File: src/design/color_sensor_frequency_reader_core_defines.svh
// Assertion macros used by the color sensor reader controller
`ifndef COLOR_SENSOR_FREQUENCY_READER_CORE_DEFINES_SVH
`define COLOR_SENSOR_FREQUENCY_READER_CORE_DEFINES_SVH

// Same-cycle implication, disabled during reset
`define CSFR_ASSERT_IMPL(label, clk, rst, ante, cons) \
  label: assert property (@(posedge clk) disable iff (rst) (ante) |-> (cons)) \
    else $error("csfr same-cycle check failed");

// Next-cycle implication, disabled during reset
`define CSFR_ASSERT_NEXT(label, clk, rst, ante, cons) \
  label: assert property (@(posedge clk) disable iff (rst) (ante) |=> (cons)) \
    else $error("csfr next-cycle check failed");

`endif

File: src/design/csfr_pkg.sv
// Types, codes and constants of the color sensor frequency reader
package csfr_pkg;

  localparam int COUNT_WIDTH     = 16;
  localparam int VALUE_WIDTH     = 16;
  localparam int NUM_WIDTH       = COUNT_WIDTH + VALUE_WIDTH;
  localparam int STEP_WIDTH      = $clog2(NUM_WIDTH);
  localparam int CFG_INDEX_WIDTH = 3;
  localparam int CFG_DATA_WIDTH  = 32;

  localparam logic [CFG_INDEX_WIDTH-1:0] REG_INTEGRAL_TIME = 3'd0;
  localparam logic [CFG_INDEX_WIDTH-1:0] REG_DARK_RED      = 3'd1;
  localparam logic [CFG_INDEX_WIDTH-1:0] REG_DARK_GREEN    = 3'd2;
  localparam logic [CFG_INDEX_WIDTH-1:0] REG_DARK_BLUE     = 3'd3;
  localparam logic [CFG_INDEX_WIDTH-1:0] REG_SERIAL_NUMBER = 3'd4;

  localparam logic [1:0] OP_TICK = 2'd0;
  localparam logic [1:0] OP_RAW  = 2'd1;
  localparam logic [1:0] OP_RGB  = 2'd2;

  localparam logic [1:0] CH_RED   = 2'd0;
  localparam logic [1:0] CH_GREEN = 2'd1;
  localparam logic [1:0] CH_BLUE  = 2'd2;
  localparam logic [1:0] CH_RAW   = 2'd3;

  localparam logic [1:0] STATUS_OK    = 2'd0;
  localparam logic [1:0] STATUS_NOCAL = 2'd1;
  localparam logic [1:0] STATUS_UNDER = 2'd2;

  localparam logic KIND_SELECT  = 1'b0;
  localparam logic KIND_READING = 1'b1;

  localparam logic [COUNT_WIDTH-1:0] COUNT_MAX     = '1;
  localparam logic [VALUE_WIDTH-1:0] VALUE_MAX     = '1;
  localparam logic [15:0]            DARK_UNCAL    = 16'hffff;
  localparam logic [31:0]            SERIAL_UNPROG = 32'hffff_ffff;

  typedef enum logic [1:0] {
    MODE_IDLE,
    MODE_RAW,
    MODE_RGB
  } mode_t;

  typedef enum logic [1:0] {
    S_IDLE,
    S_DIV,
    S_FIN,
    S_SEL
  } ctrl_state_t;

  typedef struct packed {
    logic [1:0] opcode;
    logic       sensor_level;
  } in_item_t;

  typedef struct packed {
    logic                   kind;
    logic [1:0]             channel;
    logic [VALUE_WIDTH-1:0] value;
    logic [1:0]             status;
    logic                   last;
  } out_item_t;

  typedef struct packed {
    logic accept;
    logic div_step;
    logic fin_load;
    logic sel_load;
  } ctrl_cmd_t;

  typedef struct packed {
    logic div_finish;
    logic zero_finish;
    logic fin_two;
    logic out_free;
  } dp_status_t;

endpackage

File: src/design/csfr_dp.sv
// Datapath: configuration, channel counters, shift-subtract divider, result register
module csfr_dp (
  input  logic                                clk,
  input  logic                                rst,
  input  logic                                cfg_we,
  input  logic [csfr_pkg::CFG_INDEX_WIDTH-1:0] cfg_index,
  input  logic [csfr_pkg::CFG_DATA_WIDTH-1:0]  cfg_data,
  input  csfr_pkg::in_item_t                  in_data,
  input  csfr_pkg::ctrl_cmd_t                 cmd,
  output csfr_pkg::dp_status_t                status,
  output logic                                out_valid,
  input  logic                                out_ready,
  output csfr_pkg::out_item_t                 out_data
);

  logic [15:0]                      integral_time;
  logic [15:0]                      dark_red;
  logic [15:0]                      dark_green;
  logic [15:0]                      dark_blue;
  logic [31:0]                      serial_number;

  csfr_pkg::mode_t                  mode;
  logic [1:0]                       channel;
  logic                             ref_taken;
  logic                             prev_level;
  logic [15:0]                      tick_count;
  logic [csfr_pkg::COUNT_WIDTH-1:0] edge_count;

  logic [15:0]                      rem;
  logic [csfr_pkg::NUM_WIDTH-1:0]   quo;

  logic                             is_start;
  logic                             is_tick;
  logic                             nocal;
  logic [15:0]                      tick_next;
  logic [csfr_pkg::COUNT_WIDTH-1:0] edge_next;
  logic                             finish;
  logic [csfr_pkg::NUM_WIDTH-1:0]   numer;
  logic [17:0]                      trial;
  logic                             start_load;
  csfr_pkg::out_item_t              start_item;

  logic [csfr_pkg::VALUE_WIDTH-1:0] reading;
  logic [15:0]                      dark;
  csfr_pkg::out_item_t              fin_item;
  logic                             fin_two;
  csfr_pkg::mode_t                  fin_mode;
  logic [1:0]                       fin_channel;

  // Classify the item at the input; next counts, divider numerator and start result
  always_comb begin
    is_start  = (in_data.opcode == csfr_pkg::OP_RAW || in_data.opcode == csfr_pkg::OP_RGB)
                && mode == csfr_pkg::MODE_IDLE;
    is_tick   = in_data.opcode == csfr_pkg::OP_TICK && mode != csfr_pkg::MODE_IDLE;
    nocal     = serial_number == csfr_pkg::SERIAL_UNPROG || dark_red == csfr_pkg::DARK_UNCAL;
    tick_next = tick_count + 16'd1;
    if (in_data.sensor_level != prev_level && edge_count != csfr_pkg::COUNT_MAX) begin
      edge_next = edge_count + csfr_pkg::COUNT_WIDTH'(1);
    end else begin
      edge_next = edge_count;
    end
    if (ref_taken) begin
      finish = is_tick && tick_next >= integral_time;
    end else begin
      finish = is_tick && integral_time == 16'd0;
    end
    // count * 65535 as (count << 16) - count
    numer = {edge_next, csfr_pkg::VALUE_WIDTH'(0)} - csfr_pkg::NUM_WIDTH'(edge_next);
    start_load = cmd.accept && is_start && in_data.opcode == csfr_pkg::OP_RGB;
    start_item.kind    = nocal ? csfr_pkg::KIND_READING : csfr_pkg::KIND_SELECT;
    start_item.channel = csfr_pkg::CH_RED;
    start_item.value   = '0;
    start_item.status  = nocal ? csfr_pkg::STATUS_NOCAL : csfr_pkg::STATUS_OK;
    start_item.last    = nocal;
  end

  assign trial = {1'b0, rem, quo[csfr_pkg::NUM_WIDTH-1]} - {2'b00, integral_time};

  // Channel end: saturate, correct for dark level, pick what follows
  always_comb begin
    if (quo[csfr_pkg::NUM_WIDTH-1:csfr_pkg::VALUE_WIDTH] != '0) begin
      reading = csfr_pkg::VALUE_MAX;
    end else begin
      reading = quo[csfr_pkg::VALUE_WIDTH-1:0];
    end
    case (channel)
      csfr_pkg::CH_RED:   dark = dark_red;
      csfr_pkg::CH_GREEN: dark = dark_green;
      default:            dark = dark_blue;
    endcase
    fin_item.kind    = csfr_pkg::KIND_READING;
    fin_item.channel = channel;
    fin_item.value   = reading - dark;
    fin_item.status  = csfr_pkg::STATUS_OK;
    fin_item.last    = 1'b1;
    fin_two          = 1'b0;
    fin_mode         = csfr_pkg::MODE_IDLE;
    fin_channel      = csfr_pkg::CH_RED;
    if (mode == csfr_pkg::MODE_RAW) begin
      fin_item.channel = csfr_pkg::CH_RAW;
      fin_item.value   = reading;
    end else if (reading < dark) begin
      fin_item.value  = '0;
      fin_item.status = csfr_pkg::STATUS_UNDER;
    end else if (channel != csfr_pkg::CH_BLUE) begin
      fin_item.last = 1'b0;
      fin_two       = 1'b1;
      fin_mode      = mode;
      fin_channel   = channel + 2'd1;
    end
  end

  assign status.div_finish  = finish && integral_time != 16'd0;
  assign status.zero_finish = finish && integral_time == 16'd0;
  assign status.fin_two     = fin_two;
  assign status.out_free    = !out_valid || out_ready;

  // Configuration and channel state
  always_ff @(posedge clk) begin
    if (rst) begin
      integral_time <= 16'hffff;
      dark_red      <= '0;
      dark_green    <= '0;
      dark_blue     <= '0;
      serial_number <= '0;
      mode          <= csfr_pkg::MODE_IDLE;
      channel       <= csfr_pkg::CH_RED;
      ref_taken     <= 1'b0;
      prev_level    <= 1'b0;
      tick_count    <= '0;
      edge_count    <= '0;
    end else begin
      if (cfg_we) begin
        case (cfg_index)
          csfr_pkg::REG_INTEGRAL_TIME: integral_time <= cfg_data[15:0];
          csfr_pkg::REG_DARK_RED:      dark_red      <= cfg_data[15:0];
          csfr_pkg::REG_DARK_GREEN:    dark_green    <= cfg_data[15:0];
          csfr_pkg::REG_DARK_BLUE:     dark_blue     <= cfg_data[15:0];
          csfr_pkg::REG_SERIAL_NUMBER: serial_number <= cfg_data[31:0];
          default: ;
        endcase
      end
      if (cmd.accept && is_start) begin
        ref_taken  <= 1'b0;
        prev_level <= 1'b0;
        tick_count <= '0;
        edge_count <= '0;
        if (in_data.opcode == csfr_pkg::OP_RAW) begin
          mode    <= csfr_pkg::MODE_RAW;
          channel <= csfr_pkg::CH_RAW;
        end else if (!nocal) begin
          mode    <= csfr_pkg::MODE_RGB;
          channel <= csfr_pkg::CH_RED;
        end
      end else if (cmd.accept && is_tick) begin
        if (finish) begin
          ref_taken  <= 1'b0;
          prev_level <= 1'b0;
          tick_count <= '0;
          edge_count <= '0;
        end else if (!ref_taken) begin
          ref_taken  <= 1'b1;
          prev_level <= in_data.sensor_level;
          tick_count <= '0;
          edge_count <= '0;
        end else begin
          prev_level <= in_data.sensor_level;
          tick_count <= tick_next;
          edge_count <= edge_next;
        end
      end
      if (cmd.fin_load) begin
        mode    <= fin_mode;
        channel <= fin_channel;
      end
    end
  end

  // Divider: one quotient bit per step, quotient shifts in behind the numerator
  always_ff @(posedge clk) begin
    if (cmd.accept && is_tick && finish) begin
      rem <= '0;
      quo <= (integral_time == 16'd0) ? '0 : numer;
    end else if (cmd.div_step) begin
      if (!trial[17]) begin
        rem <= trial[15:0];
        quo <= {quo[csfr_pkg::NUM_WIDTH-2:0], 1'b1};
      end else begin
        rem <= {rem[14:0], quo[csfr_pkg::NUM_WIDTH-1]};
        quo <= {quo[csfr_pkg::NUM_WIDTH-2:0], 1'b0};
      end
    end
  end

  // Result register
  always_ff @(posedge clk) begin
    if (rst) begin
      out_valid <= 1'b0;
    end else if (start_load || cmd.fin_load || cmd.sel_load) begin
      out_valid <= 1'b1;
    end else if (out_ready) begin
      out_valid <= 1'b0;
    end
  end

  always_ff @(posedge clk) begin
    if (start_load) begin
      out_data <= start_item;
    end else if (cmd.fin_load) begin
      out_data <= fin_item;
    end else if (cmd.sel_load) begin
      out_data.kind    <= csfr_pkg::KIND_SELECT;
      out_data.channel <= channel;
      out_data.value   <= '0;
      out_data.status  <= csfr_pkg::STATUS_OK;
      out_data.last    <= 1'b0;
    end
  end

endmodule

File: src/design/csfr_ctrl.sv
// Controller: item intake, divider sequencing and result handoff
`include "color_sensor_frequency_reader_core_defines.svh"

module csfr_ctrl (
  input  logic                 clk,
  input  logic                 rst,
  input  logic                 in_valid,
  output logic                 in_ready,
  input  csfr_pkg::dp_status_t status,
  output csfr_pkg::ctrl_cmd_t  cmd
);

  csfr_pkg::ctrl_state_t           state;
  csfr_pkg::ctrl_state_t           state_next;
  logic [csfr_pkg::STEP_WIDTH-1:0] cnt;
  logic [csfr_pkg::STEP_WIDTH-1:0] cnt_next;

  always_ff @(posedge clk) begin
    if (rst) begin
      state <= csfr_pkg::S_IDLE;
      cnt   <= '0;
    end else begin
      state <= state_next;
      cnt   <= cnt_next;
    end
  end

  always_comb begin
    state_next   = state;
    cnt_next     = cnt;
    in_ready     = 1'b0;
    cmd.accept   = 1'b0;
    cmd.div_step = 1'b0;
    cmd.fin_load = 1'b0;
    cmd.sel_load = 1'b0;
    unique case (state)
      csfr_pkg::S_IDLE: begin
        in_ready   = status.out_free;
        cmd.accept = in_valid && status.out_free;
        if (cmd.accept && status.div_finish) begin
          state_next = csfr_pkg::S_DIV;
          cnt_next   = csfr_pkg::STEP_WIDTH'(csfr_pkg::NUM_WIDTH - 1);
        end else if (cmd.accept && status.zero_finish) begin
          state_next = csfr_pkg::S_FIN;
        end
      end
      csfr_pkg::S_DIV: begin
        cmd.div_step = 1'b1;
        cnt_next     = cnt - csfr_pkg::STEP_WIDTH'(1);
        if (cnt == '0) begin
          state_next = csfr_pkg::S_FIN;
        end
      end
      csfr_pkg::S_FIN: begin
        cmd.fin_load = 1'b1;
        state_next   = status.fin_two ? csfr_pkg::S_SEL : csfr_pkg::S_IDLE;
      end
      csfr_pkg::S_SEL: begin
        // hold the select until the result register frees up
        if (status.out_free) begin
          cmd.sel_load = 1'b1;
          state_next   = csfr_pkg::S_IDLE;
        end
      end
      default: state_next = csfr_pkg::S_IDLE;
    endcase
  end

  `CSFR_ASSERT_NEXT(a_div_enter, clk, rst, cmd.accept && status.div_finish, state == csfr_pkg::S_DIV)
  `CSFR_ASSERT_NEXT(a_div_leave, clk, rst, state == csfr_pkg::S_DIV && cnt == '0, state == csfr_pkg::S_FIN)
  `CSFR_ASSERT_NEXT(a_fin_exit, clk, rst, state == csfr_pkg::S_FIN, state == csfr_pkg::S_SEL || state == csfr_pkg::S_IDLE)
  `CSFR_ASSERT_IMPL(a_busy_no_take, clk, rst, state != csfr_pkg::S_IDLE, !in_ready && !cmd.accept)

endmodule

File: src/design/color_sensor_frequency_reader_core.sv
// Top level of the color sensor frequency reader.
// A sample tick, a start command or an ignored item is handled in the idle
// state. A tick that ends a channel runs a shift-subtract divider for
// count*65535/integral_time, one quotient bit per cycle, 32 quotient bits at
// the 16-bit count width (COUNT_WIDTH + 16 in general), then applies the dark
// offset in RGB mode and loads the reading. With a zero integral time the
// channel ends on its reference tick, skips the divider and goes straight to
// loading its reading. Results leave through a single output register; when a
// select for the next channel follows a reading, it is loaded as soon as the
// reading is taken. A new item is taken whenever the controller is idle and the
// output register is empty or being emptied in that cycle.
module color_sensor_frequency_reader_core (
  input  logic                                 clk,
  input  logic                                 rst,
  input  logic                                 cfg_we,
  input  logic [csfr_pkg::CFG_INDEX_WIDTH-1:0] cfg_index,
  input  logic [csfr_pkg::CFG_DATA_WIDTH-1:0]  cfg_data,
  input  logic                                 in_valid,
  output logic                                 in_ready,
  input  csfr_pkg::in_item_t                   in_data,
  output logic                                 out_valid,
  input  logic                                 out_ready,
  output csfr_pkg::out_item_t                  out_data
);

  csfr_pkg::ctrl_cmd_t  cmd;
  csfr_pkg::dp_status_t status;

  csfr_ctrl u_ctrl (
    .clk      (clk),
    .rst      (rst),
    .in_valid (in_valid),
    .in_ready (in_ready),
    .status   (status),
    .cmd      (cmd)
  );

  csfr_dp u_dp (
    .clk       (clk),
    .rst       (rst),
    .cfg_we    (cfg_we),
    .cfg_index (cfg_index),
    .cfg_data  (cfg_data),
    .in_data   (in_data),
    .cmd       (cmd),
    .status    (status),
    .out_valid (out_valid),
    .out_ready (out_ready),
    .out_data  (out_data)
  );

endmodule

File: config.mk
export PLATFORM = sky130hd
export DESIGN_NAME = color_sensor_frequency_reader_core
export DESIGN_NICKNAME = d
export VERILOG_FILES = /design/src/design/csfr_pkg.sv /design/src/design/csfr_dp.sv /design/src/design/csfr_ctrl.sv /design/src/design/color_sensor_frequency_reader_core.sv
export VERILOG_INCLUDE_DIRS = /design/src /design/src/design
export SDC_FILE = /design/constraint.sdc
export NUM_CORES = 1
export LEC_CHECK = 0
export ABC_AREA = 1
export BUFFER_PORTS_ARGS = -buffer_cell sky130_fd_sc_hd__buf_4
export CAP_MARGIN = 15
export CORE_UTILIZATION = 55
export CTS_CLUSTER_DIAMETER = 120
export DETAILED_ROUTE_END_ITERATION = 16
export PLACE_DENSITY = 0.81
export SLEW_MARGIN = 20
export SYNTH_ARGS = -nofsm -noshare
export SYNTH_HDL_FRONTEND = slang
export SYNTH_HIERARCHICAL = 1
export SYNTH_SLANG_ARGS = --single-unit
File: constraint.sdc
create_clock -name clk -period 9.8 [get_ports clk]
set_clock_uncertainty 0.15 [all_clocks]
set_input_delay 0.49 -clock clk [delete_from_list [all_inputs] [get_ports clk]]
set_output_delay 0.49 -clock clk [all_outputs]
set_load 0.03 [all_outputs]
==> impl_results.md, run 1 <==
- Run status: complete, no violations
- Port bufs: 66
- Share of cells above drive strength 1: under 10%
- Antenna violations before repair: 2
- Clock net sink count: 212
- Critical Path Sink Type: register
- Critical path's slowest cell: nand2_2
- R2R Path Start: u_dp/tick_count[0]
- Synth Instances: between 1,500 and 2,000
- Global-route wire length before repair: 51,000 microns
- Total die area: 22,800 sq um
- Setup bufs post-CTS: 0
- Grt ovf: 0
- Compound-Gate Fraction of Synth Area: 16.7%
- Slowest cell delay on critical path: 1000 ps
- Met1 usage: 37.3%
- Setup crit start kind: register
- DP Wirelength: 23,300 microns
- Largest family of logic cells by synthesized area: simple AND/OR/NAND/NOR gates
- CP cell instances: ha_1, nand3_1, nor3_1, nand3_1, nor3_1, nand2_1, nor2_1, nand2_1, xor2_1, inv_1, ha_1, nand2_1, inv_1, nand3_1, nor2_1, nand3_1, nand4_1, nand2_1, inv_1, nand2_1, nand2_2, inv_1, nand2_1, o21ai_0
- Post-synthesis xor/xnor area fraction: 4.38%
- Syn_nets: 1,827
- RSZ-0062 raised after global routing: false
- Clock insertion delay at the later pin of the skew report: 530 ps
- Rel. slew slack: between 20 and 30%
- Hold path cells: 2
- Syn Std Cell Area: 12,200 sq um
- H-tree Lvls: 1
- Final Hold Viols: 0
- Initial DRC Count: 865
- FF+latch count, synth: approximately 210
- Initial Utilization: ~56%
- Pwr Density: 184 nW/um^2
- Clock root cell: clkbuf_16
- Routing usage on met3: 3.58%
- Num CTS Buffers: 24
- Gr busiest metal: met2
- Hold_ws: approximately 57 ps
- Adder-Cell Fraction of Synth Area: about 6.1%
- Hold-fix buffer count after cts: 0
- CTS clk-pin slew, worst paths: ~70 ps
- Crit path kind: register to register
- GP Congestion: between 0.9 and 1
- First-pass DRT Iterations: 5
- DR DRC count: 0
- Flop-to-flop setup slack: about 4800 ps
- CTS tree: done
- Die width: 151 microns
- Layout area overhead: 11.9%
- Worst Max-Slew Pin Slew: about 1100 ps
- Post-route setup TNS: 0 ps
- Clock buffer depth: 3
- Most frequent cells in the layout: nand2_1 (346), inv_1 (217), nor2_1 (189), dfxtp_1 (176), a21oi_1 (145)
- Largest net degree at the start of global routing: 100
- Yosys warns: 6
- Worst min-delay path category: primary input to register
- Ports: 67
- Utilization after layout: a little over three fifths
- Required time of the critical path: around 10,000 ps
- Reg2reg path depth: 24
- Count of cell types in the netlist: 53
- Hold Crit Start: rst
- Power, Total: 2.52 mW
- Fin crit share: between 50% and 60%
- Most common cell after layout, fill and taps aside: nand2_1
- Multiplexer share of the synthesized area: 0%
- Vias in the first global route: 10,400
- Max cap viols: 0
- Most used cell, CP: nand2_1
- Site row count: 54
- Post-CTS Resized: 0
- Grt met2 use: 46.8%
- Maximum vdd drop: 0.155 mV
- Die Y: about 150 microns
- Final setup fails: 0
- FF-to-FF End: u_dp/rem[14]
- Via density: around 5.6
- DR vias: around 12,000
- Final ANT Viol Nets: 0
- Max Freq: between 0.2 and 0.25 GHz
- Final wirelength: approximately 32,000 microns
- Leakage: between 6 and 7 nW
- Avg Inst Size Synth: roughly 7.1 sq um
- Tmin final: 4990 ps
- Nets: 1,867
- Critical path arrival: approximately 5300 ps
- Seq/Total Area, Yosys: 37.7%
- Simple-gate share of the synthesized area: 26.1%
- Drt wl/cell: 15.5 microns
- Slew Viols, Final: 0
- Worst Path Max Fanout: 47
- Overall Global Routing Usage: between 20% and 30%
- CORE AREA: ~22,000 sq um
- Hold-critical path endpoint: u_ctrl/cnt[4]
[registers in the layout (all words and copies together) (netlist names)]
name / flops
u_dp/quo: 32
u_dp/rem: 16
u_dp/ref_taken: 1
u_dp/out_data: 22
u_dp/dark_green: 16
u_dp/tick_count: 16
u_dp/prev_level: 1
u_dp/channel: 2
u_dp/dark_blue: 16
u_ctrl/cnt: 5
u_ctrl/state: 2
u_dp/edge_count: 16
u_dp/mode: 2
u_dp/out_valid: 1
u_dp/integral_time: 16
u_dp/dark_red: 16
u_dp/serial_number: 32
[synth_stat cells (all sizes together)]
cell type	number	area share [%]
xor2	41	3.1
a221oi	2	0.14
nor2	204	6.7
a31oi	2	0.10
or2	10	0.51
dfxtp	176	29
nand3b	1	0.061
a21o	4	0.25
o211ai	18	1.1
clkbuf	47	1.5
o221ai	2	0.14
a2bb2oi	1	0.072
nand3	122	5.1
a22o	1	0.072
a22oi	25	1.5
a21boi	1	0.061
nor4	6	0.31
and2	2	0.12
a21oi	146	6.0
fa	2	0.33
nor3	15	0.61
ha	56	5.7
o22ai	9	0.46
inv	225	7.0
xnor2	18	1.3
clkinv	5	0.15
buf	10	0.49
o21a	1	0.061
o31ai	2	0.12
o41ai	1	0.072
nand2	359	11
o21ai	148	6.3
nand4	26	1.4
edfxtp	36	8.8
o21bai	2	0.12
[logic make-up after synthesis]
logic type      after synthesis
compound gates              365
xor+xnor                     59
fa+ha+maj                    58
buf+inv                     287
flops                       212
simple gates                745
[worst max-delay path by stage]
stage / startpoint / to
after floorplan: u_dp/tick_count[0] / u_dp/quo[0]
after global placement: u_dp/tick_count[0] / u_dp/quo[24]
after detailed placement: u_dp/tick_count[0] / u_dp/rem[14]
after CTS: u_dp/tick_count[0] / u_dp/quo[8]
after global routing: u_dp/tick_count[0] / u_dp/rem[7]
final: u_dp/tick_count[0] / u_dp/rem[14]
[worst max-delay path: cells and delay by family (launching register included)]
| kind | cells | cell delay (ps) |
|---|---|---|
| buffers and inverters | 4 | 360 |
| flip-flops | 1 | 370 |
| adder cells (fa/ha/maj) | 2 | 460 |
| XOR/XNOR | 1 | 130 |
| AND/OR/NAND/NOR | 16 | 3330 |
| AO/OA/AOI/OAI | 1 | 70 |
[layer usage]
layer  up-vias  part of all wire (%)
met1      5353                    44
met5         -                 0.044
li1       5767                     -
met3        58                   6.6
met2       406                    47
met4         2                   2.7
[layout make-up]
class	count	area, sq um
diodes	1	2.50
fillers	1949	8150
well taps	280	350
clock buffers	27	612
repair buffers	71	533
inverters	230	871
clock inverters	17	184
multi-input cells	1227	6520
flip-flops and latches	212	4600
[report_power, final]
group	total, mW	switching (mW)	leakage (nW)	internal (mW)
logic	0.608	0.389	4.01	0.219
clock network	0.910	0.377	0.386	0.533
registers	1.00	0.0463	1.76	0.958
[through the flow]
step	area (sq um)	worst slack, ps	cells
4_1_cts	13700	4840	2064
6_report	13700	4810	2065
5_1_grt	13700	4130	2064
2_1_floorplan	12200	5300	1726
3_3_place_gp	12900	5010	2020
3_5_place_dp	12900	4860	2020
Power figures use the tool's default switching activity.
==> inputs of run 2 (changes only) <==
Settings changed: PLACE_DENSITY 0.81 to 0.84.
Clock period 9.8 ns to 4.2 ns, I/O delays scaled along.
==> impl_results.md, run 2 (synthesis gave the netlist of run 1 again) <==
- Total die area: 22,800 sq um (unchanged)
- Worst Path Max Fanout: 15 (-68%)
- CTS tree: done
- Nets: 1,921 (+2.9%)
- Initial DRC Count: 1,015 (+17%)
- Required time of the critical path: 4470 ps (-5600 ps)
- Largest net degree at the start of global routing: 58 (-42%)
- Slowest cell delay on critical path: 360 ps (-640 ps)
- Maximum vdd drop: 0.275 mV (+78%)
- Ports: 67 (unchanged)
- Rel. slew slack: 31.1% (+1.5 points)
- Clock root cell: clkbuf_16
- Most common cell after layout, fill and taps aside: nand2_1
- Leakage: 6.42 nW (+4.3%)
- First-pass DRT Iterations: 5 (unchanged)
- Multi-input combinational cell area: 6540 sq um (+0.27%)
- GP Congestion: 0.927 (-1.5%)
- Drt wl/cell: 15.9 microns (+2.8%)
- Layout area overhead: 16.5%
- Die width: 151 microns (unchanged)
- DR DRC count: 0 (unchanged)
- Port bufs: 66 (unchanged)
- Setup bufs post-CTS: 0 (unchanged)
- Tmin final: 3840 ps (-1150 ps)
- Run status: complete, no violations
- Critical path arrival: 4100 ps (-1160 ps)
- Num CTS Buffers: 24 (unchanged)
- Clock insertion delay at the later pin of the skew report: 530 ps (about the same)
- Via density: 5.61 (about the same)
- Reg area: 4600 sq um (unchanged)
- CTS clk-pin slew, worst paths: 60 ps (about the same)
- Grt ovf: 0 (unchanged)
- Placed Cells: 2,035 (+0.74%)
- Fin crit share: 91.4% (+40 points)
- Clock net sink count: 212 (unchanged)
- Final setup fails: 0 (unchanged)
- Max Freq: 0.261 GHz (+30%)
- Die Y: 151 microns (unchanged)
- Layout fillers: 1,786 (-8.4%)
- Share of cells above drive strength 1: 10.3% (+0.81 points)
- Final wirelength: 33,800 microns (+5.6%)
- Initial Utilization: 56.0% (unchanged)
- Buf/Inv on CP: 5 (+1)
- Post-Layout Cell Count: 2,120 (+2.7%)
- Family with the most delay on the worst path: simple AND/OR/NAND/NOR gates
- Power, Total: 5.97 mW (+140%)
- Final ANT Viol Nets: 0 (unchanged)
- Worst min-delay path category: primary input to register
- DR vias: 11,900 (+2.6%)
- Max cap viols: 0 (unchanged)
- Critical Path Sink Type: register
- Biggest regs: u_dp/quo x32, u_dp/serial_number x32, u_dp/out_data x22
- Pwr Density: 419 nW/um^2 (+130%)
- Site row count: 54 (unchanged)
- Vias in the first global route: 10,800 (+3.9%)
- H-tree Lvls: 1 (unchanged)
- Overall Global Routing Usage: 29.2% (+1.3 points)
- DP Wirelength: 23,700 microns (+1.7%)
- Final Hold Viols: 0 (unchanged)
- Antenna violations before repair: 1 (-1)
- Most frequent cells in the layout: nand2_1 (344), inv_1 (217), nor2_1 (188), dfxtp_1 (176), a21oi_1 (145)
- Global-route wire length before repair: 53,000 microns (+3.9%)
- Worst Max-Slew Pin Slew: 1030 ps (-19.7 ps)
- Crit path kind: register to register
- Setup crit start kind: register
- CORE AREA: 21,800 sq um (unchanged)
- Critical path's slowest cell: dfxtp_1
- Clock buffer depth: 3 (unchanged)
- Slew Viols, Final: 0 (unchanged)
-- run 2: changes by cell type in the layout (fill, tap and decap cells not counted), sizes merged --
cell / before / now
dlygate4sd3: 0 / 39
clkbuf: 27 / 36
buf: 71 / 86
diode: 1 / 2
clkinv: 14 / 9
clkinvlp: 2 / 0
bufinv: 3 / 2
inv: 228 / 227
-- run 2: timing repair --
| item | CTS | global route |
|---|---|---|
| gates resized for setup | 0 | 7 |
| endpoints found under the setup margin | 0 | 120 |
| hold endpoints to repair | 106 | 0 |
| hold buffers | 39 | 0 |
-- run 2: final timing paths --
check                                         from                  to  slack, ps  depth (start not counted)
worst max-delay path            u_dp/tick_count[0]         u_dp/rem[7]        360                         25
worst min-delay path                    in_data[1]        u_dp/mode[0]        100                          4
worst max register to register  u_dp/tick_count[0]         u_dp/rem[7]        360                         25
worst min register to register  u_dp/dark_blue[12]  u_dp/dark_blue[12]        300                          2
-- run 2: area by class of cell --
class	instances	area share [%]
Multi-Input combinational cell	1227	45.9
Sequential cell	212	32.3
Timing Repair Buffer	125	7.37
Inverter	230	6.12
Clock buffer	36	5.03
Tap cell	280	2.46
Clock inverter	8	0.721
Antenna cell	2	0.0352
-- run 2: metrics by stage --
stage	util [%]	cell area, sq um	hold WS, ps	setup WS [ps]	setup TNS, ps
6_report	65.2	14200	103	363	0
5_1_grt	65.2	14200	111	-70.1	-432
4_1_cts	65.1	14200	85.9	45.1	0
3_5_place_dp	59.5	13000	290	99.5	0
3_3_place_gp	59.5	13000	283	270	0
2_1_floorplan	-	12200	129	245	0
-- run 2: worst register-to-register path, cell delays in order, from the launching register on --
cell and delay, ps:
dfxtp_1 360, ha_1 200, nand3_1 130, nor3_2 190, nand3_1 160, nor3_2 180
nand2_1 120, nor2_2 140, nand2_1 90, xor2_1 130, inv_1 70, ha_1 260
nand2_1 50, inv_1 70, nand3_1 90, nor2_1 150, nand3_1 90, nand4_1 120
nand2_1 120, inv_1 100, nand2_2 140, nand2_2 140, buf_4 210, nor2_1 60
a21oi_1 140, inv_1 60
-- run 2: power by group --
| group | total [mW] | switching (mW) | internal [mW] |
|---|---|---|---|
| clock | 2.16 | 0.855 | 1.30 |
| combinational | 1.48 | 0.934 | 0.547 |
| sequential | 2.34 | 0.0995 | 2.24 |
| total | 5.97 | 1.89 | 4.08 |
-- run 2: metal layers --
layer / GRT usage [%] / share of wire (%)
met5: 0 / 0
met1: 37.7 / 43
met3: 3.46 / 7.0
met4: 11.4 / 3.3
met2: 49.4 / 47
==> inputs of run 3 (changes only) <==
Settings changed: BUFFER_PORTS_ARGS -buffer_cell sky130_fd_sc_hd__buf_4 to -buffer_cell sky130_fd_sc_hd__buf_2, CORE_UTILIZATION 55 to 56, PLACE_DENSITY 0.84 to 0.85.
==> impl_results.md, run 3 (synthesis gave the netlist of run 1 again) <==
- Run status: complete, no violations
- Tmin final: 3780 ps (-58.0 ps)
- Initial DRC Count: 1,097 (+8.1%)
- Biggest regs: u_dp/quo x32, u_dp/serial_number x32, u_dp/out_data x22
- CORE AREA: 21,200 sq um (-2.8%)
- Post-route setup TNS: 0 ps (unchanged)
- Clock root cell: clkbuf_16
- Die Y: 150 microns (-0.89%)
- Site row count: 53 (-1.9%)
- Final ANT Viol Nets: 0 (unchanged)
- Max Freq: 0.265 GHz (+1.5%)
- Clock net sink count: 212 (unchanged)
- Final wirelength: 33,600 microns (-0.41%)
- Most used cell, CP: nand2_1
- Fin crit share: 90.0% (-1.4 points)
- Critical Path Sink Type: register
- Overall Global Routing Usage: 29.6% (+0.39 points)
- Maximum vdd drop: 0.269 mV (-2.0%)
- CP cell instances: ha_1, nand3_1, nor3_2, nand3_1, nor3_2, nand2_1, nor2_1, nand2_1, xor2_1, inv_1, ha_1, nand2_1, inv_1, o21ai_0, nand2_1, nor2_1, nand4_1, nand2_1, nor2_2, nand2_1, clkinvlp_4, buf_4, nand3_1, o21ai_0
- GP Congestion: 0.937 (+1.0%)
- DR vias: 12,000 (+0.75%)
- H-tree Lvls: 1 (unchanged)
- Via density: 5.69 (+1.4%)
- Drt wl/cell: 16.0 microns (+0.25%)
- Placed Cells: 2,027 (-0.39%)
- Rel. slew slack: 31.0% (-0.033 points)
- Slowest cell delay on critical path: 360 ps (about the same)
- Layout area overhead: 14.4%
- Critical path's slowest cell: dfxtp_1
- Largest net degree at the start of global routing: 62 (+6.9%)
- Final Hold Viols: 0 (unchanged)
- Slew Viols, Final: 0 (unchanged)
- Switching Share: 32.2% (+0.59 points)
- Gr busiest metal: met2
- CTS tree: done
- Post-Layout Cell Count: 2,106 (-0.66%)
- Grt ovf: 0 (unchanged)
- Utilization after layout: 65.9% (+0.66 points)
- Routing usage on met3: 4.24% (+0.77 points)
- Most common cell after layout, fill and taps aside: nand2_1
- Required time of the critical path: 4310 ps (-160 ps)
- Global-route wire length before repair: 53,200 microns (+0.38%)
- Leakage: 6.32 nW (-1.6%)
- Die width: 150 microns (-0.89%)
- Final setup fails: 0 (unchanged)
- Cell internal pwr: 3.95 mW (-3.2%)
- Antenna violations before repair: 1 (unchanged)
- Initial Utilization: 57.6% (+1.6 points)
- RSZ-0062 raised after global routing: false
- Clk pwr share: 35.6% (-0.5 points)
- Clock insertion delay at the later pin of the skew report: 530 ps (about the same)
- R2R Path Start: u_dp/tick_count[0]
- Ports: 67 (unchanged)
- Layout fillers: 1,765 (-1.2%)
- Nets: 1,915 (-0.31%)
- Reg2reg path depth: 24 (-4.0%)
- Clock buffer depth: 3 (unchanged)
- First-pass DRT Iterations: 5 (unchanged)
- DR DRC count: 0 (unchanged)
- Met1 usage: 37.8% (+0.11 points)
- CTS clk-pin slew, worst paths: 60 ps (about the same)
- Psw: 1.88 mW (-0.54%)
- Crit path kind: register to register
- Grt met2 use: 49.0% (-0.49 points)
- Reg area: 4600 sq um (unchanged)
- Vias in the first global route: 11,000 (+1.4%)
- DP Wirelength: 23,700 microns (+0.13%)
- Multi-input combinational cell area: 6540 sq um (about the same)
- Max cap viols: 0 (unchanged)
- Sequential power share: 40.1% (+1.0 points)
- Worst Max-Slew Pin Slew: 1030 ps (+0.499 ps)
- Setup crit start kind: register
- Setup bufs post-CTS: 0 (unchanged)
- Worst Path Max Fanout: 8 (-7)
- Hold Crit Start: in_data[1]
- Share of cells above drive strength 1: 10.1% (-0.28 points)
- Most frequent cells in the layout: nand2_1 (345), inv_1 (217), nor2_1 (188), dfxtp_1 (176), a21oi_1 (145)
- Comb pwr share: 24.4% (-0.4 points)
- Hold path cells: 4 (unchanged)
- Total die area: 22,400 sq um (-1.8%)
- Port bufs: 66 (unchanged)
- Critical path arrival: 3890 ps (-210 ps)
- Worst min-delay path category: primary input to register
- Num CTS Buffers: 23 (-4.2%)
- CP Launch Point: u_dp/tick_count[0]
- Pwr Density: 417 nW/um^2 (-0.60%)
## run 3: cell types whose count changed in the layout (fill, tap and decap cells not counted), moves of 2 or more
cell,delta
buf_2,+66
buf_4,-69
clkbuf_8,-6
dlygate4sd3_1,-2
## run 3: area by class of cell
cell class / instances / area share [%]
Multi-Input combinational cell: 1227 / 46.8
Timing Repair Buffer: 120 / 6.01
Tap cell: 275 / 2.46
Sequential cell: 212 / 32.9
Inverter: 230 / 6.26
Clock buffer: 31 / 4.71
Clock inverter: 9 / 0.814
Antenna cell: 2 / 0.0358
## run 3: power groups by stage
stage,Combinational [mW],Sequential [mW],Clock (mW)
finish,1.42,2.34,2.07
global route,1.56,2.35,2.17
CTS,1.40,2.33,2.10
detailed placement,1.35,2.38,0
global placement,1.32,2.37,0
floorplan,0.844,2.51,0
## run 3: per-layer routing
layer | up-vias | share of wire, %
met1 | 5512 | 42
li1 | 5870 | -
met2 | 497 | 46
met5 | - | 0
met3 | 99 | 7.1
met4 | 0 | 4.5
## run 3: through the flow
step                      hold WS [ps]  setup slack, ps  total power, mW  area, sq um
after floorplan                    129              245             3.35        12200
after global placement             283              300             3.70        12800
after detailed placement           290              104             3.73        12800
after CTS                         79.5              121             5.83        13900
after global routing               115             20.4             6.09        14000
final                             95.0              421             5.83        14000
## run 3: timing repair
action	4_1_cts	5_1_grt
resized for setup	0	5
endpoints found under the hold margin	104	0
endpoints found under the setup margin	0	33
hold buffers	37	0
## run 3: worst paths after layout
check                           slack, ps                 end
worst max-delay path                  420        u_dp/quo[12]
worst min-delay path                  100        u_dp/mode[0]
worst max register to register        420        u_dp/quo[12]
worst min register to register        300  u_dp/dark_green[2]
## run 3: worst max-delay path, delay by kind of cell (launching register included)
kind	cells	cell delay, ps
AOI/OAI and AO/OA	2	140
xor gates and xnor gates	1	130
adders and majority gates	2	470
buffers and inverters	4	490
DFF	1	360
and+or+nand+nor	15	1790
